## src/sv/radix2_fft_real_input_macros.svh

```systemverilog
// Assertion macros for the real-input FFT block.
// Each macro uses the clk and rst signals of the module that includes it.
`ifndef RADIX2_FFT_REAL_INPUT_MACROS_SVH
`define RADIX2_FFT_REAL_INPUT_MACROS_SVH

// The consequent must hold in the same cycle as the antecedent.
`define FFTR_ASSERT_NOW(label, ante, cons, msg) \
  label: assert property (@(posedge clk) disable iff (rst) (ante) |-> (cons)) \
    else $error(msg);

// The consequent must hold in the cycle after the antecedent.
`define FFTR_ASSERT_NEXT(label, ante, cons, msg) \
  label: assert property (@(posedge clk) disable iff (rst) (ante) |=> (cons)) \
    else $error(msg);

`endif

```

## src/sv/fftr_pkg.sv

```systemverilog
// Shared types, constants and twiddle generation for the real-input FFT.
// Used by fftr_ctrl, fftr_datapath and radix2_fft_real_input; no dependencies.
package fftr_pkg;

  localparam int WORK_BITS      = 20;
  localparam int TW_MAX_BITS    = 24;
  localparam int BIN_INDEX_BITS = 4;
  localparam int OUT_TDATA_BITS = ((2 * WORK_BITS + BIN_INDEX_BITS + 7) / 8) * 8;
  localparam int CFG_BITS       = 3;
  localparam logic [CFG_BITS-1:0] CFG_RESET = 3'd4;

  // Cycles from the last butterfly issue of a stage until its results are in memory.
  localparam int DRAIN_CYCLES = 5;
  localparam int DRAIN_W      = $clog2(DRAIN_CYCLES);

  localparam longint unsigned PI_Q30 = 64'd3373259426;
  localparam longint unsigned COS_DIV [1:10] = '{2, 12, 30, 56, 90, 132, 182, 240, 306, 380};
  localparam longint unsigned SIN_DIV [1:10] = '{6, 20, 42, 72, 110, 156, 210, 272, 342, 420};

  typedef struct packed {
    logic load_we;
    logic bf_issue;
    logic out_issue;
    logic out_last;
  } cmd_t;

  typedef struct packed {
    logic out_can_issue;
    logic out_busy;
  } status_t;

  // Rounds a Q1.30 value to the twiddle format, capping the magnitude.
  function automatic logic [TW_MAX_BITS-1:0] to_twiddle(longint v, int unsigned tw_bits);
    logic neg;
    longint unsigned a;
    longint unsigned r;
    longint unsigned cap;
    neg = (v < 0);
    a   = neg ? longint'(-v) : longint'(v);
    cap = (64'd1 << (tw_bits - 1)) - 64'd1;
    r   = (a + (64'd1 << (30 - tw_bits))) >> (31 - tw_bits);
    if (r > cap) begin
      r = cap;
    end
    return neg ? TW_MAX_BITS'(-longint'(r)) : TW_MAX_BITS'(r);
  endfunction

  // Twiddle for angle 2*pi*m/2^log2_max, returned as {sine, cosine}.
  function automatic logic [2*TW_MAX_BITS-1:0] twiddle_entry(int unsigned m,
                                                             int unsigned log2_max,
                                                             int unsigned tw_bits);
    longint unsigned big;
    longint unsigned ang;
    longint unsigned x;
    longint unsigned x2;
    longint unsigned tc;
    longint unsigned ts;
    longint sc;
    longint ss;
    logic second;
    logic [TW_MAX_BITS-1:0] wc;
    logic [TW_MAX_BITS-1:0] ws;
    big    = 64'd1 << log2_max;
    second = (64'(m) * 64'd4 >= big);
    ang    = second ? 64'(m) - (big >> 2) : 64'(m);
    x      = (64'd2 * PI_Q30 * ang) >> log2_max;
    x2     = (x * x) >> 30;
    tc     = 64'd1 << 30;
    ts     = x;
    sc     = longint'(tc);
    ss     = longint'(ts);
    for (int n = 1; n <= 10; n++) begin
      tc = ((tc * x2) >> 30) / COS_DIV[n];
      ts = ((ts * x2) >> 30) / SIN_DIV[n];
      if (n % 2 == 1) begin
        sc = sc - longint'(tc);
        ss = ss - longint'(ts);
      end else begin
        sc = sc + longint'(tc);
        ss = ss + longint'(ts);
      end
    end
    if (second) begin
      wc = to_twiddle(-ss, tw_bits);
      ws = to_twiddle(sc, tw_bits);
    end else begin
      wc = to_twiddle(sc, tw_bits);
      ws = to_twiddle(ss, tw_bits);
    end
    return {ws, wc};
  endfunction

endpackage

```

## src/sv/fftr_datapath.sv

```systemverilog
// Datapath of the real-input FFT: work memory, twiddle table, butterfly pipeline
// and output register stages. Depends on fftr_pkg; commanded by fftr_ctrl.
module fftr_datapath #(
  parameter int MAX_POINTS   = 16,
  parameter int SAMPLE_BITS  = 16,
  parameter int TWIDDLE_BITS = 16
) (
  input  logic                                  clk,
  input  logic                                  rst,
  input  fftr_pkg::cmd_t                        cmd,
  output fftr_pkg::status_t                     status,
  input  logic [$clog2(MAX_POINTS)-1:0]         rd_addr_a,
  input  logic [$clog2(MAX_POINTS)-1:0]         rd_addr_b,
  input  logic [$clog2(MAX_POINTS)-1:0]         load_addr,
  input  logic [(($clog2(MAX_POINTS) > 1) ? $clog2(MAX_POINTS) - 1 : 1)-1:0] tw_idx,
  input  logic signed [SAMPLE_BITS-1:0]         sample,
  output logic                                  out_valid,
  input  logic                                  out_ready,
  output logic signed [fftr_pkg::WORK_BITS-1:0] out_real,
  output logic signed [fftr_pkg::WORK_BITS-1:0] out_imag,
  output logic [fftr_pkg::BIN_INDEX_BITS-1:0]   out_index,
  output logic                                  out_last
);

  localparam int LOG2_MAX = $clog2(MAX_POINTS);
  localparam int ADDR_W   = LOG2_MAX;
  localparam int TW_IDX_W = (LOG2_MAX > 1) ? LOG2_MAX - 1 : 1;
  localparam int TW_DEPTH = 1 << TW_IDX_W;
  localparam int TWM      = fftr_pkg::TW_MAX_BITS;
  localparam int TW       = TWIDDLE_BITS;
  localparam int WB       = fftr_pkg::WORK_BITS;
  localparam int PROD_W   = WB + TW;
  localparam int SUM_W    = PROD_W + 1;
  localparam int P_W      = WB + 2;
  localparam int BF_W     = WB + 3;
  localparam int SX_W     = (SAMPLE_BITS > WB) ? SAMPLE_BITS : WB;

  localparam logic signed [SUM_W-1:0] RND   = SUM_W'(2 ** (TW - 2));
  localparam logic signed [BF_W-1:0]  BF_HI = BF_W'(2 ** (WB - 1) - 1);
  localparam logic signed [BF_W-1:0]  BF_LO = BF_W'(-(2 ** (WB - 1)));
  localparam logic signed [SX_W-1:0]  SX_HI = SX_W'(2 ** (WB - 1) - 1);
  localparam logic signed [SX_W-1:0]  SX_LO = SX_W'(-(2 ** (WB - 1)));

  function automatic logic signed [WB-1:0] sat_bf(logic signed [BF_W-1:0] v);
    return (v > BF_HI) ? BF_HI[WB-1:0] : ((v < BF_LO) ? BF_LO[WB-1:0] : v[WB-1:0]);
  endfunction

  // Work memory, one entry per point as {imag, real}.
  logic [2*WB-1:0] mem [MAX_POINTS];
  logic [2*WB-1:0] rd_a;
  logic [2*WB-1:0] rd_b;
  logic            wr_en;
  logic [ADDR_W-1:0] wr_addr;
  logic [2*WB-1:0] wr_data;

  // Twiddle table, one entry per angle as {sine, cosine}.
  logic [2*TW-1:0] tw_rom [TW_DEPTH];

  for (genvar m = 0; m < TW_DEPTH; m++) begin : g_tw
    logic [2*TWM-1:0] ent;
    assign ent       = fftr_pkg::twiddle_entry(m, LOG2_MAX, TW);
    assign tw_rom[m] = {ent[TWM +: TW], ent[TW-1:0]};
  end

  logic signed [SX_W-1:0] sx;
  logic signed [WB-1:0]   sample_sat;

  always_comb begin
    sx         = SX_W'(sample);
    sample_sat = (sx > SX_HI) ? SX_HI[WB-1:0] : ((sx < SX_LO) ? SX_LO[WB-1:0] : sx[WB-1:0]);
  end

  // Butterfly pipeline.
  logic                 bv1, bv2, bv3, bv4, bv5;
  logic [ADDR_W-1:0]    ba1, bb1, ba2, bb2, ba3, bb3, ba4, bb4;
  logic signed [TW-1:0] tw_c1, tw_s1;
  logic signed [WB-1:0] br1, bi1, ar1, ai1;
  logic signed [PROD_W-1:0] prod_rc, prod_is, prod_ic, prod_rs;
  logic signed [WB-1:0] ar2, ai2, ar3, ai3;
  logic signed [SUM_W-1:0] sum_r, sum_i, rnd_r, rnd_i, shf_r, shf_i;
  logic signed [P_W-1:0] p_r, p_i;
  logic signed [WB-1:0] ya_r, ya_i, yb_r, yb_i;

  assign ar1 = rd_a[WB-1:0];
  assign ai1 = rd_a[2*WB-1:WB];
  assign br1 = rd_b[WB-1:0];
  assign bi1 = rd_b[2*WB-1:WB];

  always_comb begin
    sum_r = SUM_W'(prod_rc) + SUM_W'(prod_is);
    sum_i = SUM_W'(prod_ic) - SUM_W'(prod_rs);
    rnd_r = sum_r + RND;
    rnd_i = sum_i + RND;
    shf_r = rnd_r >>> (TW - 1);
    shf_i = rnd_i >>> (TW - 1);
  end

  always_comb begin
    wr_en   = cmd.load_we || bv4 || bv5;
    wr_addr = bb4;
    wr_data = {yb_i, yb_r};
    if (cmd.load_we) begin
      wr_addr = load_addr;
      wr_data = {WB'(0), sample_sat};
    end else if (bv4) begin
      wr_addr = ba4;
      wr_data = {ya_i, ya_r};
    end
  end

  always_ff @(posedge clk) begin
    if (wr_en) begin
      mem[wr_addr] <= wr_data;
    end
    if (cmd.bf_issue || cmd.out_issue) begin
      rd_a <= mem[rd_addr_a];
    end
    if (cmd.bf_issue) begin
      rd_b  <= mem[rd_addr_b];
      tw_c1 <= tw_rom[tw_idx][TW-1:0];
      tw_s1 <= tw_rom[tw_idx][2*TW-1:TW];
      ba1   <= rd_addr_a;
      bb1   <= rd_addr_b;
    end
  end

  always_ff @(posedge clk) begin
    prod_rc <= br1 * tw_c1;
    prod_is <= bi1 * tw_s1;
    prod_ic <= bi1 * tw_c1;
    prod_rs <= br1 * tw_s1;
    ar2     <= ar1;
    ai2     <= ai1;
    ba2     <= ba1;
    bb2     <= bb1;
    p_r     <= P_W'(shf_r);
    p_i     <= P_W'(shf_i);
    ar3     <= ar2;
    ai3     <= ai2;
    ba3     <= ba2;
    bb3     <= bb2;
    if (bv3) begin
      ya_r <= sat_bf(BF_W'(ar3) + BF_W'(p_r));
      ya_i <= sat_bf(BF_W'(ai3) + BF_W'(p_i));
      yb_r <= sat_bf(BF_W'(ar3) - BF_W'(p_r));
      yb_i <= sat_bf(BF_W'(ai3) - BF_W'(p_i));
      ba4  <= ba3;
      bb4  <= bb3;
    end
  end

  always_ff @(posedge clk) begin
    if (rst) begin
      bv1 <= 1'b0;
      bv2 <= 1'b0;
      bv3 <= 1'b0;
      bv4 <= 1'b0;
      bv5 <= 1'b0;
    end else begin
      bv1 <= cmd.bf_issue;
      bv2 <= bv1;
      bv3 <= bv2;
      bv4 <= bv3;
      bv5 <= bv4;
    end
  end

  // Output stages: the memory read register, then the output register.
  logic              ov1;
  logic [ADDR_W-1:0] oidx1;
  logic              olast1;
  logic              adv2;

  assign adv2                 = ov1 && (!out_valid || out_ready);
  assign status.out_can_issue = !ov1 || adv2;
  assign status.out_busy      = ov1 || out_valid;

  always_ff @(posedge clk) begin
    if (rst) begin
      ov1       <= 1'b0;
      out_valid <= 1'b0;
    end else begin
      if (cmd.out_issue) begin
        ov1 <= 1'b1;
      end else if (adv2) begin
        ov1 <= 1'b0;
      end
      if (adv2) begin
        out_valid <= 1'b1;
      end else if (out_ready) begin
        out_valid <= 1'b0;
      end
    end
  end

  always_ff @(posedge clk) begin
    if (cmd.out_issue) begin
      oidx1  <= rd_addr_a;
      olast1 <= cmd.out_last;
    end
    if (adv2) begin
      out_real  <= rd_a[WB-1:0];
      out_imag  <= rd_a[2*WB-1:WB];
      out_index <= fftr_pkg::BIN_INDEX_BITS'(oidx1);
      out_last  <= olast1;
    end
  end

endmodule

```

## config.mk

```make
export PLATFORM = sky130hd
export DESIGN_NAME = fftr_datapath
export DESIGN_NICKNAME = d
export VERILOG_FILES = /design/src/sv/radix2_fft_real_input_macros.svh /design/src/sv/fftr_pkg.sv /design/src/sv/fftr_datapath.sv
export SDC_FILE = /design/constraint.sdc
export NUM_CORES = 2
export LEC_CHECK = 0
export BUFFER_PORTS_ARGS = -buffer_cell sky130_fd_sc_hd__buf_2
export CAP_MARGIN = 20
export CORE_AREA = 5 5 388 390
export CTS_BUF_LIST = sky130_fd_sc_hd__clkbuf_2
export DETAILED_ROUTE_END_ITERATION = 10
export DIE_AREA = 0 0 393 395
export HOLD_SLACK_MARGIN = 0.1
export PLACE_DENSITY = 0.91
export RECOVER_POWER = 50
export SLEW_MARGIN = 20
export SYNTH_ARGS = -nofsm -noshare
export SYNTH_HDL_FRONTEND = slang
export SYNTH_SLANG_ARGS = --single-unit
```

## constraint.sdc

```tcl
create_clock -name clk -period 7.99 [get_ports clk]
set_input_delay 0.3995 -clock clk [delete_from_list [all_inputs] [get_ports clk]]
set_output_delay 0.3995 -clock clk [all_outputs]
set_load 0.05 [all_outputs]
```

==> metrics.csv <==
stage,metric,value,unit
setup_path,crit path launch type,register,
yosys,"Warnings, synthesis",0,
setup_path,CP endpoint kind,register,
timing,fin. max-slew vios,826,
timing,relative slew slack,-350.5,%
flow_run,max-cap violations,16,
run_status,failing checks,"max-capacitance violations, max-slew violations",
clock_network,Worst-path clk slew,0.12,ns
routing,DR DRC count,0,
global_route,grt total ovfl,0,
timing,minimum clock period after layout,7.649,ns
setup_path,Worst EP arrival,9.09,ns
clock_network,TritonCTS Sinks,1177,
yosys,mapped cell area,94750,um2
timing,final setup fails,0,
hold_path,worst hold path class,reg2reg,
global_route,overall routing resource usage,36.05,%
yosys,Yosys reg bits,1177,
layout,Nets,9908,
routing,Antenna Nets Post-Route,0,
global_route,vias in the first global route,70650,
timing,unrepaired setup endpoints after global routing,false,
global_route,largest net degree at the start of global routing,95,
routing,wire per inst,26.67,um
placement,post-DP HPWL,193600,um
yosys,number of library cell types mapped by synthesis,88,
timing,setup tns final,0,ns
setup_path,worst-path fanout max,21,
timing,Slew @ Worst Pin,6.758,ns
placement,placed cell areas,97620,um2
routing,First-pass DRT Iterations,9,
clock_network,clk buf depth,4,
layout,design area,101100,um2
routing,via count,64436,
yosys,sequential area share after synthesis,34.23,%
clock_network,Root Driver,clkbuf_2,
setup_path,reg-to-reg setup timing slack,0.34,ns
clock_network,CTS tree,done,
yosys,asr flop ratio synth,0,%
setup_path,Reg2Reg Depth,22,
clock_network,Post-CTS Setup Repair Bufs,0,
layout,Layout area overhead,6.678,%
timing,Setup Skew,0.2921,ns
yosys,top_reg_cell synth,edfxtp_1,
global_route,initial antenna violation count,18,
setup_path,WP data required,9.44,ns
routing,drt initial violations,7801,
floorplan,die width,393,um
timing,Final Hold Fails,0,
run_status,status,"complete, but fails checks",
floorplan,I/O pins,86,
setup_path,CP endpoint,prod_rc[32],
global_route,first-pass GRT wire length,415700,um
yosys,Syn Area/Cell,12.24,um2
layout,layout cells sized above 1,13.50,%
floorplan,initial cell density of the core,64.55,%
routing,Total Routed Length,272600,um
floorplan,Core Box Area,146800,um2
yosys,Syn Inst Count,7739,
clock_network,CTS Buf Count,316,
routing,Vias/cell,6.303,
setup_path,crit path kind,reg2reg,
floorplan,die height,395,um
setup_path,R2R Path Start,tw_c1[5],
clock_network,Clock Latency Late Sink,1.80,ns
timing,Fmax,130.7,MHz
floorplan,site row count,141,
placement,Final Wtd Congestion,0.9656,
yosys,syn_nets,9596,
setup_path,Setup crit start,tw_c1[5],
yosys,Post-synth EDFFs,886,
layout,Layout Utilization,68.87,%
floorplan,die area,155200,um2
placement,input/output buffers,85,
setup_path,reg2reg end,prod_rc[32],
clock_network,H-tree levels,5,
timing,fin crit share,95.73,%
-- flip-flops by register name, summed over array words and instances, names as in the netlist, 8 cells and up --
| register | cells |
|---|---|
| mem | 640 |
| rd_a | 40 |
| rd_b | 40 |
| prod_ic | 36 |
| prod_is | 36 |
| prod_rc | 36 |
| prod_rs | 36 |
| p_i | 22 |
| p_r | 22 |
| ai2 | 20 |
| ai3 | 20 |
| ar2 | 20 |
| ar3 | 20 |
| out_imag | 20 |
| out_real | 20 |
| ya_i | 20 |
| ya_r | 20 |
| yb_i | 20 |
| yb_r | 20 |
| tw_c1 | 12 |
| tw_s1 | 8 |
-- cell families after synthesis --
logic type                 count (synthesis)  synth area share (%)
AOI/OAI and AO/OA                        758                 5.224
xor gates and xnor gates                 267                 2.476
adders and majority gates               1819                 33.70
buffers and inverters                   1930                 7.696
DFF                                     1177                 34.23
muxes                                    444                 9.974
and+or+nand+nor                         1344                 6.703
-- cells in the mapped netlist, types with 23 or more instances --
cell / count / area [um2]
inv_1: 1621 / 6085
fa_1: 1222 / 24460
edfxtp_1: 886 / 26610
ha_1: 597 / 7470
nand2_1: 585 / 2196
mux4_2: 400 / 9009
and2_1: 292 / 1827
dfxtp_1: 291 / 5826
clkbuf_1: 265 / 994.7
a21oi_1: 225 / 1126
nor2_1: 219 / 822.0
xnor2_1: 208 / 1822
o21ai_0: 151 / 755.7
a21o_1: 93 / 698.2
xor2_1: 58 / 508.0
o21bai_1: 53 / 397.9
nand2b_1: 50 / 312.8
nor3_1: 47 / 235.2
mux2i_1: 43 / 430.4
nor2b_1: 40 / 250.2
a211oi_1: 29 / 217.7
buf_1: 28 / 105.1
nand3_1: 24 / 120.1
o21a_1: 23 / 172.7
-- worst min path at each step --
| stage | startpoint | to | slack [ns] | cells after the start |
|---|---|---|---|---|
| floorplan | ai2[0] | ai3[0] | 0.31 | 0 |
| global placement | ar2[8] | ar3[8] | 0.31 | 0 |
| detailed placement | ai2[1] | ai3[1] | 0.31 | 0 |
| CTS | tw_idx[2] | tw_c1[5] | 0.10 | 4 |
| global route | ar2[10] | ar3[10] | 0.17 | 0 |
| finish | ar2[10] | ar3[10] | 0.12 | 0 |
-- stage by stage --
stage / instances / hold slack (ns) / setup slack, ns
after CTS: 10209 / 0.1042 / 0.4744
after global routing: 10216 / 0.1728 / 0.02889
after floorplan: 7739 / 0.3096 / 1.428
after global placement: 9582 / 0.3100 / 0.7557
final: 10223 / 0.1246 / 0.3408
after detailed placement: 9583 / 0.3121 / 0.5704
-- placed cells by master, fill, tap and decap left out, types with 53 or more instances in the layout --
cell type and n:
a21o_1 93, edfxtp_1 886, xor2_1 58, and2_1 286
nor2_1 203, inv_1 1622, xnor2_1 208, a21oi_1 225
buf_2 64, dfxtp_1 291, clkinv_1 72, o21ai_0 151
dlygate4sd3_1 78, buf_4 107, o21bai_1 53, clkbuf_2 455
fa_1 1222, nand2_1 585, ha_1 597, mux4_2 400
-- repair_timing --
action                     CTS  global route
hold endpoints to repair  1022             0
gates resized for setup      0             0
hold buffers                80             0
-- routing by layer --
layer | vias to the layer above | GRT usage [%] | part of all wire, %
li1 | 26242 | - | -
met1 | 31678 | 42.14 | 32
met2 | 4900 | 56.93 | 47
met3 | 1604 | 10.23 | 12
met4 | 12 | 26.95 | 9.6
met5 | - | 0 | 0.031
-- final cells by class --
type	count	area [um2]
Fill cell	9732	45700
Multi-Input combinational cell	4632	55160
Clock buffer	454	2272
Sequential cell	1177	32430
Clock inverter	92	493.0
Antenna cell	14	35.03
Tap cell	1930	2415
Timing Repair Buffer	300	2181
Inverter	1624	6096
-- worst max-delay path: stages, from the launching register on --
cell and delay (ns):
edfxtp_1 0.93, buf_4 0.32, nand2_1 0.16, fa_1 0.53, fa_1 0.55, inv_1 0.06, fa_1 0.50, inv_1 0.05
fa_1 0.53, inv_1 0.05, fa_1 0.49, fa_1 0.42, ha_1 0.36, a21oi_1 0.18, o21ai_0 0.11, or3_1 0.31
a31oi_1 0.34, o211ai_1 0.25, a41oi_1 0.49, o21ai_0 0.19, a21oi_1 0.36, o21bai_1 0.14, xor2_1 0.16
Power is not shown: default switching activity piles up to over one toggle a cycle in this logic, so the estimate is an artifact.
