### src/sv/radix2_fft_real_input_macros.svh
// Assertion macros for the real-input FFT block.
// Each macro uses the clk and rst signals of the module that includes it.
`ifndef RADIX2_FFT_REAL_INPUT_MACROS_SVH
`define RADIX2_FFT_REAL_INPUT_MACROS_SVH

// The consequent must hold in the same cycle as the antecedent.
`define FFTR_ASSERT_NOW(label, ante, cons, msg) \
  label: assert property (@(posedge clk) disable iff (rst) (ante) |-> (cons)) \
    else $error(msg);

// The consequent must hold in the cycle after the antecedent.
`define FFTR_ASSERT_NEXT(label, ante, cons, msg) \
  label: assert property (@(posedge clk) disable iff (rst) (ante) |=> (cons)) \
    else $error(msg);

`endif

### src/sv/fftr_pkg.sv
// Shared types, constants and twiddle generation for the real-input FFT.
// Used by fftr_ctrl, fftr_datapath and radix2_fft_real_input; no dependencies.
package fftr_pkg;

  localparam int WORK_BITS      = 20;
  localparam int TW_MAX_BITS    = 24;
  localparam int BIN_INDEX_BITS = 4;
  localparam int OUT_TDATA_BITS = ((2 * WORK_BITS + BIN_INDEX_BITS + 7) / 8) * 8;
  localparam int CFG_BITS       = 3;
  localparam logic [CFG_BITS-1:0] CFG_RESET = 3'd4;

  // Cycles from the last butterfly issue of a stage until its results are in memory.
  localparam int DRAIN_CYCLES = 5;
  localparam int DRAIN_W      = $clog2(DRAIN_CYCLES);

  localparam longint unsigned PI_Q30 = 64'd3373259426;
  localparam longint unsigned COS_DIV [1:10] = '{2, 12, 30, 56, 90, 132, 182, 240, 306, 380};
  localparam longint unsigned SIN_DIV [1:10] = '{6, 20, 42, 72, 110, 156, 210, 272, 342, 420};

  typedef struct packed {
    logic load_we;
    logic bf_issue;
    logic out_issue;
    logic out_last;
  } cmd_t;

  typedef struct packed {
    logic out_can_issue;
    logic out_busy;
  } status_t;

  // Rounds a Q1.30 value to the twiddle format, capping the magnitude.
  function automatic logic [TW_MAX_BITS-1:0] to_twiddle(longint v, int unsigned tw_bits);
    logic neg;
    longint unsigned a;
    longint unsigned r;
    longint unsigned cap;
    neg = (v < 0);
    a   = neg ? longint'(-v) : longint'(v);
    cap = (64'd1 << (tw_bits - 1)) - 64'd1;
    r   = (a + (64'd1 << (30 - tw_bits))) >> (31 - tw_bits);
    if (r > cap) begin
      r = cap;
    end
    return neg ? TW_MAX_BITS'(-longint'(r)) : TW_MAX_BITS'(r);
  endfunction

  // Twiddle for angle 2*pi*m/2^log2_max, returned as {sine, cosine}.
  function automatic logic [2*TW_MAX_BITS-1:0] twiddle_entry(int unsigned m,
                                                             int unsigned log2_max,
                                                             int unsigned tw_bits);
    longint unsigned big;
    longint unsigned ang;
    longint unsigned x;
    longint unsigned x2;
    longint unsigned tc;
    longint unsigned ts;
    longint sc;
    longint ss;
    logic second;
    logic [TW_MAX_BITS-1:0] wc;
    logic [TW_MAX_BITS-1:0] ws;
    big    = 64'd1 << log2_max;
    second = (64'(m) * 64'd4 >= big);
    ang    = second ? 64'(m) - (big >> 2) : 64'(m);
    x      = (64'd2 * PI_Q30 * ang) >> log2_max;
    x2     = (x * x) >> 30;
    tc     = 64'd1 << 30;
    ts     = x;
    sc     = longint'(tc);
    ss     = longint'(ts);
    for (int n = 1; n <= 10; n++) begin
      tc = ((tc * x2) >> 30) / COS_DIV[n];
      ts = ((ts * x2) >> 30) / SIN_DIV[n];
      if (n % 2 == 1) begin
        sc = sc - longint'(tc);
        ss = ss - longint'(ts);
      end else begin
        sc = sc + longint'(tc);
        ss = ss + longint'(ts);
      end
    end
    if (second) begin
      wc = to_twiddle(-ss, tw_bits);
      ws = to_twiddle(sc, tw_bits);
    end else begin
      wc = to_twiddle(sc, tw_bits);
      ws = to_twiddle(ss, tw_bits);
    end
    return {ws, wc};
  endfunction

endpackage

### src/sv/fftr_ctrl.sv
// Controller of the real-input FFT: load, butterfly, drain and output sequencing.
// Depends on fftr_pkg; drives the command and address inputs of fftr_datapath.
module fftr_ctrl #(
  parameter int MAX_POINTS = 16
) (
  input  logic                                  clk,
  input  logic                                  rst,
  input  logic                                  cfg_we,
  input  logic [fftr_pkg::CFG_BITS-1:0]         cfg_wdata,
  input  logic                                  s_tvalid,
  output logic                                  s_tready,
  output fftr_pkg::cmd_t                        cmd,
  input  fftr_pkg::status_t                     status,
  output logic [$clog2(MAX_POINTS)-1:0]         rd_addr_a,
  output logic [$clog2(MAX_POINTS)-1:0]         rd_addr_b,
  output logic [$clog2(MAX_POINTS)-1:0]         load_addr,
  output logic [(($clog2(MAX_POINTS) > 1) ? $clog2(MAX_POINTS) - 1 : 1)-1:0] tw_idx
);

  localparam int LOG2_MAX = $clog2(MAX_POINTS);
  localparam int ADDR_W   = LOG2_MAX;
  localparam int LG_W     = $clog2(LOG2_MAX + 1);
  localparam int TW_IDX_W = (LOG2_MAX > 1) ? LOG2_MAX - 1 : 1;
  localparam int DRAIN_W  = fftr_pkg::DRAIN_W;

  typedef enum logic [4:0] {
    ST_LOAD  = 5'b00001,
    ST_WAIT  = 5'b00010,
    ST_BFLY  = 5'b00100,
    ST_DRAIN = 5'b01000,
    ST_OUT   = 5'b10000
  } state_t;

  state_t                        state, state_next;
  logic [fftr_pkg::CFG_BITS-1:0] log2_points, log2_points_next;
  logic [ADDR_W-1:0]             load_count, load_count_next;
  logic [ADDR_W-1:0]             bf_cnt, bf_cnt_next;
  logic [ADDR_W-1:0]             out_cnt, out_cnt_next;
  logic [LG_W-1:0]               stage, stage_next;
  logic [DRAIN_W-1:0]            drain_cnt, drain_cnt_next;
  logic                          phase, phase_next;

  logic [LG_W-1:0]   lg;
  logic [ADDR_W-1:0] last_pt;
  logic [ADDR_W-1:0] last_bf;
  logic [ADDR_W-1:0] half;
  logic [ADDR_W-1:0] low_mask;
  logic [ADDR_W-1:0] addr_lo;

  function automatic logic [ADDR_W-1:0] bit_rev(logic [ADDR_W-1:0] v);
    logic [ADDR_W-1:0] r;
    for (int i = 0; i < ADDR_W; i++) begin
      r[i] = v[ADDR_W-1-i];
    end
    return r;
  endfunction

  always_comb begin
    lg       = (32'(log2_points) > LOG2_MAX) ? LG_W'(LOG2_MAX) : LG_W'(log2_points);
    last_pt  = ADDR_W'((32'd1 << lg) - 32'd1);
    last_bf  = (lg != '0) ? ADDR_W'((32'd1 << (32'(lg) - 32'd1)) - 32'd1) : '0;
    half     = ADDR_W'(32'd1 << stage);
    low_mask = half - ADDR_W'(1);
    addr_lo  = ADDR_W'((32'(bf_cnt) >> stage) << (32'(stage) + 32'd1)) | (bf_cnt & low_mask);
    tw_idx   = TW_IDX_W'(32'(bf_cnt & low_mask) << (LOG2_MAX - 1 - 32'(stage)));
    load_addr = bit_rev(load_count) >> (LOG2_MAX - 32'(lg));
  end

  assign s_tready      = (state == ST_LOAD);
  assign cmd.load_we   = s_tvalid && s_tready;
  assign cmd.bf_issue  = (state == ST_BFLY) && !phase;
  assign cmd.out_issue = (state == ST_OUT) && status.out_can_issue;
  assign cmd.out_last  = (out_cnt == last_pt);
  assign rd_addr_a     = (state == ST_OUT) ? out_cnt : addr_lo;
  assign rd_addr_b     = addr_lo | half;

  always_comb begin
    state_next       = state;
    log2_points_next = log2_points;
    load_count_next  = load_count;
    bf_cnt_next      = bf_cnt;
    out_cnt_next     = out_cnt;
    stage_next       = stage;
    drain_cnt_next   = drain_cnt;
    phase_next       = phase;
    unique case (state)
      ST_LOAD: begin
        if (cmd.load_we) begin
          if (load_count == last_pt) begin
            load_count_next = '0;
            out_cnt_next    = '0;
            state_next      = (lg == '0) ? ST_OUT : ST_WAIT;
          end else begin
            load_count_next = load_count + ADDR_W'(1);
          end
        end
      end
      ST_WAIT: begin
        if (!status.out_busy) begin
          stage_next  = '0;
          bf_cnt_next = '0;
          phase_next  = 1'b0;
          state_next  = ST_BFLY;
        end
      end
      ST_BFLY: begin
        phase_next = !phase;
        if (cmd.bf_issue) begin
          if (bf_cnt == last_bf) begin
            bf_cnt_next    = '0;
            drain_cnt_next = '0;
            state_next     = ST_DRAIN;
          end else begin
            bf_cnt_next = bf_cnt + ADDR_W'(1);
          end
        end
      end
      ST_DRAIN: begin
        drain_cnt_next = drain_cnt + DRAIN_W'(1);
        if (drain_cnt == DRAIN_W'(fftr_pkg::DRAIN_CYCLES - 1)) begin
          phase_next = 1'b0;
          if (stage == LG_W'(32'(lg) - 32'd1)) begin
            stage_next   = '0;
            out_cnt_next = '0;
            state_next   = ST_OUT;
          end else begin
            stage_next = stage + LG_W'(1);
            state_next = ST_BFLY;
          end
        end
      end
      ST_OUT: begin
        if (cmd.out_issue) begin
          if (out_cnt == last_pt) begin
            out_cnt_next = '0;
            state_next   = ST_LOAD;
          end else begin
            out_cnt_next = out_cnt + ADDR_W'(1);
          end
        end
      end
      default: begin
        state_next = ST_LOAD;
      end
    endcase
    if (cfg_we) begin
      log2_points_next = cfg_wdata;
      load_count_next  = '0;
    end
  end

  always_ff @(posedge clk) begin
    if (rst) begin
      state       <= ST_LOAD;
      log2_points <= fftr_pkg::CFG_RESET;
      load_count  <= '0;
      bf_cnt      <= '0;
      out_cnt     <= '0;
      stage       <= '0;
      drain_cnt   <= '0;
      phase       <= 1'b0;
    end else begin
      state       <= state_next;
      log2_points <= log2_points_next;
      load_count  <= load_count_next;
      bf_cnt      <= bf_cnt_next;
      out_cnt     <= out_cnt_next;
      stage       <= stage_next;
      drain_cnt   <= drain_cnt_next;
      phase       <= phase_next;
    end
  end

endmodule

### config.mk
export PLATFORM = sky130hd
export DESIGN_NAME = fftr_ctrl
export DESIGN_NICKNAME = d
export VERILOG_FILES = /design/src/sv/radix2_fft_real_input_macros.svh /design/src/sv/fftr_pkg.sv /design/src/sv/fftr_ctrl.sv
export SDC_FILE = /design/constraint.sdc
export NUM_CORES = 1
export LEC_CHECK = 0
export ABC_AREA = 0
export BUFFER_PORTS_ARGS = -buffer_cell sky130_fd_sc_hd__buf_4
export CAP_MARGIN = 10
export CORE_MARGIN = 2
export CORE_UTILIZATION = 52
export DETAILED_ROUTE_END_ITERATION = 8
export PLACE_DENSITY = 0.73
export SLEW_MARGIN = 20
export SYNTH_ARGS = -nofsm -noshare
export SYNTH_HDL_FRONTEND = slang
export SYNTH_SLANG_ARGS = --single-unit
### constraint.sdc
create_clock -name clk -period 3.6 [get_ports clk]
set_input_delay 0.36 -clock clk [delete_from_list [all_inputs] [get_ports clk]]
set_output_delay 0.36 -clock clk [all_outputs]
set_load 0.05 [all_outputs]
==> results of run 1 <==
state kept, by name, summed over array words and instances, names as in the netlist:
signal       count
out_cnt          4
log2_points      3
stage            3
phase            1
load_count       4
bf_cnt           4
drain_cnt        3
state            5
kinds of logic (layout without fill, tap and decap cells):
group	count (synthesis)	count (layout)
buf+inv	36	52
fa+ha+maj	15	15
compound gates	71	71
simple gates	122	122
mux	11	11
flops	27	27
xor+xnor	17	17
per-layer routing:
layer  vias up  GRT usage [%]
met5         -              0
met4         0           7.34
met3        11           3.56
met2        60           34.2
met1      1034           33.7
li1       1118              -
final timing paths:
path | startpoint | endpoint | slack [ns] | depth (start not counted)
setup / recovery | log2_points[2] | state[4] | 0.34 | 10
hold / removal | cfg_wdata[2] | log2_points[2] | 0.31 | 3
hold reg to reg | drain_cnt[2] | drain_cnt[2] | 0.48 | 1
setup reg to reg | log2_points[2] | state[4] | 0.34 | 10
cells in the mapped netlist, drive strengths merged, types with 4 or more instances:
master / number
ha: 15
a21oi: 21
nand3: 10
nor3b: 4
o21ai: 10
nor2: 29
nor4: 6
clkbuf: 14
inv: 16
dfxtp: 27
xnor2: 6
mux2i: 8
xor2: 11
o211ai: 5
nor2b: 4
nand3b: 7
nor3: 14
buf: 6
or3: 6
nand2b: 4
nand2: 22
critical path, stage by stage (launching register included):
cell and delay, ns:
dfxtp_1 0.49, nor2b_1 0.28, inv_1 0.09, ha_1 0.20, ha_1 0.48, nor4bb_1 0.44
o2111a_1 0.28, o32ai_1 0.09, a31o_2 0.25, nor3_1 0.21, mux2_2 0.35
final cells by class:
| cell class | instances | area (um2) | share of cell area [%] |
|---|---|---|---|
| Sequential cell | 27 | 541 | 20.9 |
| Inverter | 16 | 60.1 | 2.32 |
| Clock buffer | 3 | 41.3 | 1.59 |
| Clock inverter | 1 | 7.51 | 0.290 |
| Multi-Input combinational cell | 236 | 1640 | 63.2 |
| Tap cell | 52 | 65.1 | 2.51 |
| Timing Repair Buffer | 32 | 240 | 9.27 |
cell usage in the layout, fill, tap and decap left out, drive strengths merged, types with 2 or more instances in the layout:
master	Yosys	layout
nor3	14	14
o31ai	3	3
nand2b	4	4
a32oi	2	2
o211ai	5	5
xnor2	6	6
mux2i	8	8
nor3b	4	4
nand4	2	2
xor2	11	11
clkbuf	14	3
nand3b	7	7
a211o	2	2
a21o	3	3
or3	6	6
buf	6	32
nand2	22	22
and3	3	3
mux2	3	3
nor4	6	6
nor4bb	2	2
a32o	2	2
a311oi	3	3
a22oi	2	2
a211oi	2	2
dfxtp	27	27
nand3	10	10
a22o	2	2
a21oi	21	21
inv	16	16
nor2	29	29
ha	15	15
and2	3	3
o21ai	10	10
nor2b	4	4
power breakdown:
part           total (W)  leakage [nW]  switching [W]  internal [W]
Clock           0.000182        0.0217       0.000103     0.0000787
Sequential      0.000346         0.219      0.0000280      0.000318
Combinational   0.000416         0.857       0.000264      0.000152
stage by stage:
step	cell area [um2]	util, %	setup slack [ns]	std cells	hold slack (ns)
2_1_floorplan	2330	-	0.288	299	0.448
3_3_place_gp	2540	58.8	0.547	363	0.472
3_5_place_dp	2540	58.8	0.418	363	0.467
4_1_cts	2590	59.9	0.394	367	0.311
5_1_grt	2590	59.9	0.138	367	0.320
6_report	2590	59.9	0.335	367	0.306
==> summary.txt, run 1 <==
STA
  – Minimum clock period: 3.26 ns
  – Hold Fails Final Rpt: 0
  – Slew Viols, Final: 0
  – Setup violators final: 0
  – Fmax: 0.306 GHz
  – Slew headroom: 62.0%
  – Fin crit share: about nine tenths
  – RSZ-0062 raised after global routing: no
  – Final TNS setup: 0 ns
  – Final Skew: around 0.0051 ns
  – Slew @ Worst Pin: 0.568 ns

Global route
  – First-pass GRT wire length: 9540 um
  – Vias in the first global route: approximately 2k
  – Initial antenna violation count: 0
  – Total Routing Usage GR: 22.9%
  – Overflow after GRT: 0
  – Largest net degree at the start of global routing: 23

Place
  – RePlAce Congestion: approximately 0.96
  – Final HPWL DP: 4200 um
  – Port Buffer Count: 28

Route
  – Metal2 WL: 2490 um
  – DRC: 0
  – Iter 0 DRT Violations: about 170
  – Met1 WL: 2720 um
  – Vias: 2223
  – Final WL: ~5600 um
  – DR WL/cell: 15.4 um
  – Max Used Layer: met4
  – Detailed Routing Iterations Pass 1: 4
  – Final ANT Viol Nets: 0
  – Vias per cell: 6.06
  – Metal3 WL: 285 um

Clocking
  – CTS clock-pin slew for the worst setup and hold paths: 0.10 ns
  – CTS tree: done
  – Setup Fix Bufs, Post-CTS: 0
  – Root Driver: clkbuf_8
  – Worst-skew pair later-pin latency: 0.28 ns
  – CTS Hold Bufs: 0
  – Clk sinks: 27
  – CTS buffer count: 3
  – # H-tree levels: 1
  – Cts repair resizes: 0
  – Clk buf depth: 2

Setup path
  – CP Capture Type: flop
  – Crit path launch type: flop
  – Worst EP required: 3.77 ns
  – Critical path type: reg -> reg
  – Max FO, Critical Path: 18
  – Critical Path AT: 3.44 ns

Synthesis
  – Xor/xnor share of the synthesized area: 6.72%
  – Post-synth ARST share: 0%
  – Yosys reg bits: 27
  – Synth Area in Simple Gates: 28.4%
  – Synth Instances: 299
  – Yosys warnings: 0
  – Synth unique cells: 63
  – Main combinational cell family by area after synthesis: simple AND/OR/NAND/NOR gates
  – Avg Inst Size Synth: just under 8 um2
  – Synth top area share: 23.2%
  – Adder-Cell Fraction of Synth Area: a little over 8%
  – Syn nets: 323
  – Top cells by area, synth: dfxtp_1 (23%), ha_1 (8.1%), nor2_1 (4.7%)
  – Register area share after synthesis: about 23%
  – Commonest register cell after synthesis: dfxtp_1
  – Number of synthesized flops with an enable pin: 0
  – Post-synthesis compound-gate area fraction: 22.2%
  – Netlist Area Pre-Place: 2330 um2
  – Top cell type by total area after synthesis: dfxtp_1
  – Mux contribution to synthesized area: 4.89%

Floorplan
  – Core ar.: 4320 um2
  – # rows: 24
  – DIE AREA: between 5000 and 6000 um2
  – DIE WIDTH: just over 70 um
  – IO Pins: 29
  – DIE HEIGHT: 70.9 um
  – Initial core utilization: 53.8%

Final layout
  – Fin nets: 340
  – # diodes: 0
  – Filler cell count: 415
  – Layout area overhead: 11.3%
  – Share of cells above drive strength 1: 16.2%

Power and ir drop
  – Power, Total: about 0.00094 W
  – Leak: around 1.1 nW
  – Max VDD drop: 0.332 mV
  – PwrDens: 365 nW/um2

Min path
  – Worst hold path class: in -> reg

Outcome
  – Outcome: completed

Flow run
  – Max_cap viols: 0
Note: power is estimated with default switching activity, not from simulation.
==> run 2: changes to the inputs <==
CORE_MARGIN = default   (was 2)
==> run 2 against run 1 <==
- setup slack gained 0.028 ns
- first-iteration DRC count shrank 49%
- die area shrank 5.6%
- clock power is essentially flat
- total power grew 0.15%
- register-to-register slack gained 0.03 ns
- combinational power is essentially flat
- clock skew shrank 0.0020 ns
- clock-buffer cell count is the same
- flip-flop and latch count is the same
- cell count shrank 0.54%
- hold slack lost 0.0068 ns
- critical endpoint unchanged
- largest power group unchanged
==> summary.txt, run 2 (synthesis gave the netlist of run 1 again) <==
Clocking
  – Cts repair resizes: 0 (unchanged)
  – CTS Hold Bufs: 0 (unchanged)
  – # H-tree levels: 1 (unchanged)
  – CTS tree: done (unchanged)
  – CTS clock-pin slew for the worst setup and hold paths: 0.10 ns (about the same)
  – Clk buf depth: 2 (unchanged)
  – Clk sinks: 27 (unchanged)
  – Root Driver: clkbuf_8 (unchanged)
  – CTS buffer count: 3 (unchanged)
  – Setup Fix Bufs, Post-CTS: 0 (unchanged)
  – Worst-skew pair later-pin latency: 0.28 ns (about the same)

Power and ir drop
  – Sw Share: 41.9% (was 41.8%)
  – Clock power frac: 19.2% (was 19.3%)
  – Register share of total power: 36.7% (about the same)
  – Proportion of power drawn by combinational gates: 44.2% (was 44.1%)
  – Leak: 1.10 nW (about the same)
  – PwrDens: 365 nW/um2 (about the same)
  – Internal Power: 0.000549 W (about the same)
  – Net Sw Power: 0.000397 W (was 0.000395 W)
  – Max VDD drop: 0.268 mV (was 0.332 mV)

Floorplan
  – # rows: 23 (was 24)
  – Initial core utilization: 56.2% (was 53.8%)
  – IO Pins: 29 (unchanged)
  – DIE HEIGHT: 68.9 um (was 70.9 um)
  – Core ar.: 4140 um2 (was 4320 um2)
  – DIE WIDTH: 68.9 um (was 70.9 um)
  – DIE AREA: 4750 um2 (was 5030 um2)

Setup path
  – Crit path launch type: flop (unchanged)
  – Critical path type: reg -> reg (unchanged)
  – Critical Path AT: 3.42 ns (was 3.44 ns)
  – Reg2Reg Setup Slack: 0.36 ns (was 0.34 ns)
  – Cell family with most CP delay: simple AND/OR/NAND/NOR gates (unchanged)
  – WP buf/inv: 1 (unchanged)
  – Worst path max stage delay: 0.50 ns (was 0.49 ns)
  – CP Launch Point: log2_points[2] (unchanged)
  – Worst EP required: 3.78 ns (was 3.77 ns)
  – Critical path depth: 10 (unchanged)
  – R2R depth: 10 (unchanged)
  – Crit Reg-Reg Endpoint: state[4] (unchanged)
  – Crit path to: state[4] (unchanged)
  – Max FO, Critical Path: 18 (unchanged)
  – CP max-delay cell: dfxtp_1 (unchanged)
  – Critical Path, Cell by Cell: nor2b_1 > inv_1 > ha_1 > ha_1 > nor4bb_1 > o2111a_1 > o32ai_1 > a31o_2 > nor3_1 > mux2_2 (unchanged)
  – CP Capture Type: flop (unchanged)
  – Reg2reg start: log2_points[2] (unchanged)
  – Cell mode on critical path: ha_1 (unchanged)

Final layout
  – Largest register FFs: 5 (unchanged)
  – Final cell count without fillers: 365 (was 367)
  – Layout area overhead: 11.2% (was 11.3%)
  – # diodes: 0 (unchanged)
  – Most common cell after layout, fill and taps aside: buf_4 (unchanged)
  – Final instance area: 2590 um2 (about the same)
  – Largest Register: state (unchanged)
  – Fin nets: 340 (unchanged)
  – Filler cell count: 404 (was 415)
  – Commonest non-fill, non-tap cells in the layout: buf_4 (32), nor2_1 (29), dfxtp_1 (27) (unchanged)
  – Share of cells above drive strength 1: 16.2% (unchanged)

STA
  – RSZ-0062 raised after global routing: no (unchanged)
  – Minimum clock period: 3.24 ns (was 3.26 ns)
  – Hold Fails Final Rpt: 0 (unchanged)
  – Slew Viols, Final: 0 (unchanged)
  – Final TNS setup: 0 ns (unchanged)
  – Setup violators final: 0 (unchanged)
  – Fmax: 0.309 GHz (was 0.306 GHz)
  – Final Skew: 0.00312 ns (was 0.00509 ns)
  – Fin crit share: 89.9% (was 90.7%)
  – Slew @ Worst Pin: 0.619 ns (was 0.568 ns)
  – Slew headroom: 58.6% (was 62.0%)

Place
  – Dpl cell area: 2540 um2 (about the same)
  – # placed instances: 361 (was 363)
  – RePlAce Congestion: 0.875 (was 0.957)
  – Final HPWL DP: 4280 um (was 4200 um)
  – Port Buffer Count: 28 (unchanged)

Route
  – Vias per cell: 6.13 (was 6.06)
  – Iter 0 DRT Violations: 89 (was 174)
  – DRC: 0 (unchanged)
  – Final WL: 5720 um (was 5650 um)
  – Met1 WL: 2750 um (was 2720 um)
  – Metal3 WL: 296 um (was 285 um)
  – Detailed Routing Iterations Pass 1: 4 (unchanged)
  – Vias: 2238 (was 2223)
  – Metal2 WL: 2620 um (was 2490 um)
  – Max Used Layer: met4 (unchanged)
  – DR WL/cell: 15.7 um (was 15.4 um)
  – Final ANT Viol Nets: 0 (unchanged)

Outcome
  – Outcome: completed (unchanged)

Global route
  – First-pass GRT wire length: 9100 um (was 9540 um)
  – Overflow after GRT: 0 (unchanged)
  – Initial antenna violation count: 0 (unchanged)
  – Largest net degree at the start of global routing: 23 (unchanged)
  – Total Routing Usage GR: 25.7% (was 22.9%)
  – Vias in the first global route: 1897 (was 1993)

Min path
  – Worst hold path class: in -> reg (unchanged)

Flow run
  – Max_cap viols: 0 (unchanged)
## run 2: cell type report
class	count	area [um2]	share of cell area [%]
Clock buffer	3	41.3	1.59
Timing Repair Buffer	32	240	9.28
Multi-Input combinational cell	236	1640	63.2
Tap cell	50	62.6	2.42
Clock inverter	1	7.51	0.290
Inverter	16	60.1	2.32
Sequential cell	27	541	20.9
## run 2: how the worst min path moves through the flow
stage | from | endpoint | cells past startpoint
floorplan | drain_cnt[2] | drain_cnt[2] | 1
global placement | drain_cnt[2] | drain_cnt[2] | 1
detailed placement | drain_cnt[2] | drain_cnt[2] | 1
CTS | cfg_wdata[2] | log2_points[2] | 3
global route | cfg_wdata[1] | log2_points[1] | 3
finish | cfg_wdata[2] | log2_points[2] | 3
## run 2: worst reg2reg max path, delay by kind of cell (launching register included)
family | cells | cell delay (ns)
muxes | 1 | 0.35
DFF | 1 | 0.50
AOI/OAI and AO/OA | 3 | 0.63
and+or+nand+nor | 3 | 0.91
adders and majority gates | 2 | 0.66
buffers and inverters | 1 | 0.10
## run 2: through the flow
| stage | setup slack, ns | hold slack, ns | total power, W | util, % |
|---|---|---|---|---|
| 3_5_place_dp | 0.399 | 0.486 | 0.000767 | 61.3 |
| 5_1_grt | 0.158 | 0.306 | 0.000998 | 62.5 |
| 2_1_floorplan | 0.288 | 0.448 | 0.000673 | - |
| 4_1_cts | 0.376 | 0.295 | 0.000950 | 62.5 |
| 6_report | 0.363 | 0.299 | 0.000946 | 62.5 |
| 3_3_place_gp | 0.543 | 0.468 | 0.000759 | 61.3 |
## run 2: power by group through the flow
| stage | combinational, W | clock (W) | sequential, W |
|---|---|---|---|
| after floorplan | 0.000332 | 0 | 0.000340 |
| after global placement | 0.000407 | 0 | 0.000352 |
| after detailed placement | 0.000415 | 0 | 0.000352 |
| after CTS | 0.000416 | 0.000188 | 0.000346 |
| after global routing | 0.000452 | 0.000195 | 0.000350 |
| final | 0.000418 | 0.000181 | 0.000347 |
## run 2: layer usage
metal	up-vias	GRT usage [%]
met2	66	41.9
met5	-	0
met1	1046	35.6
li1	1121	-
met4	0	5.61
met3	5	3.62
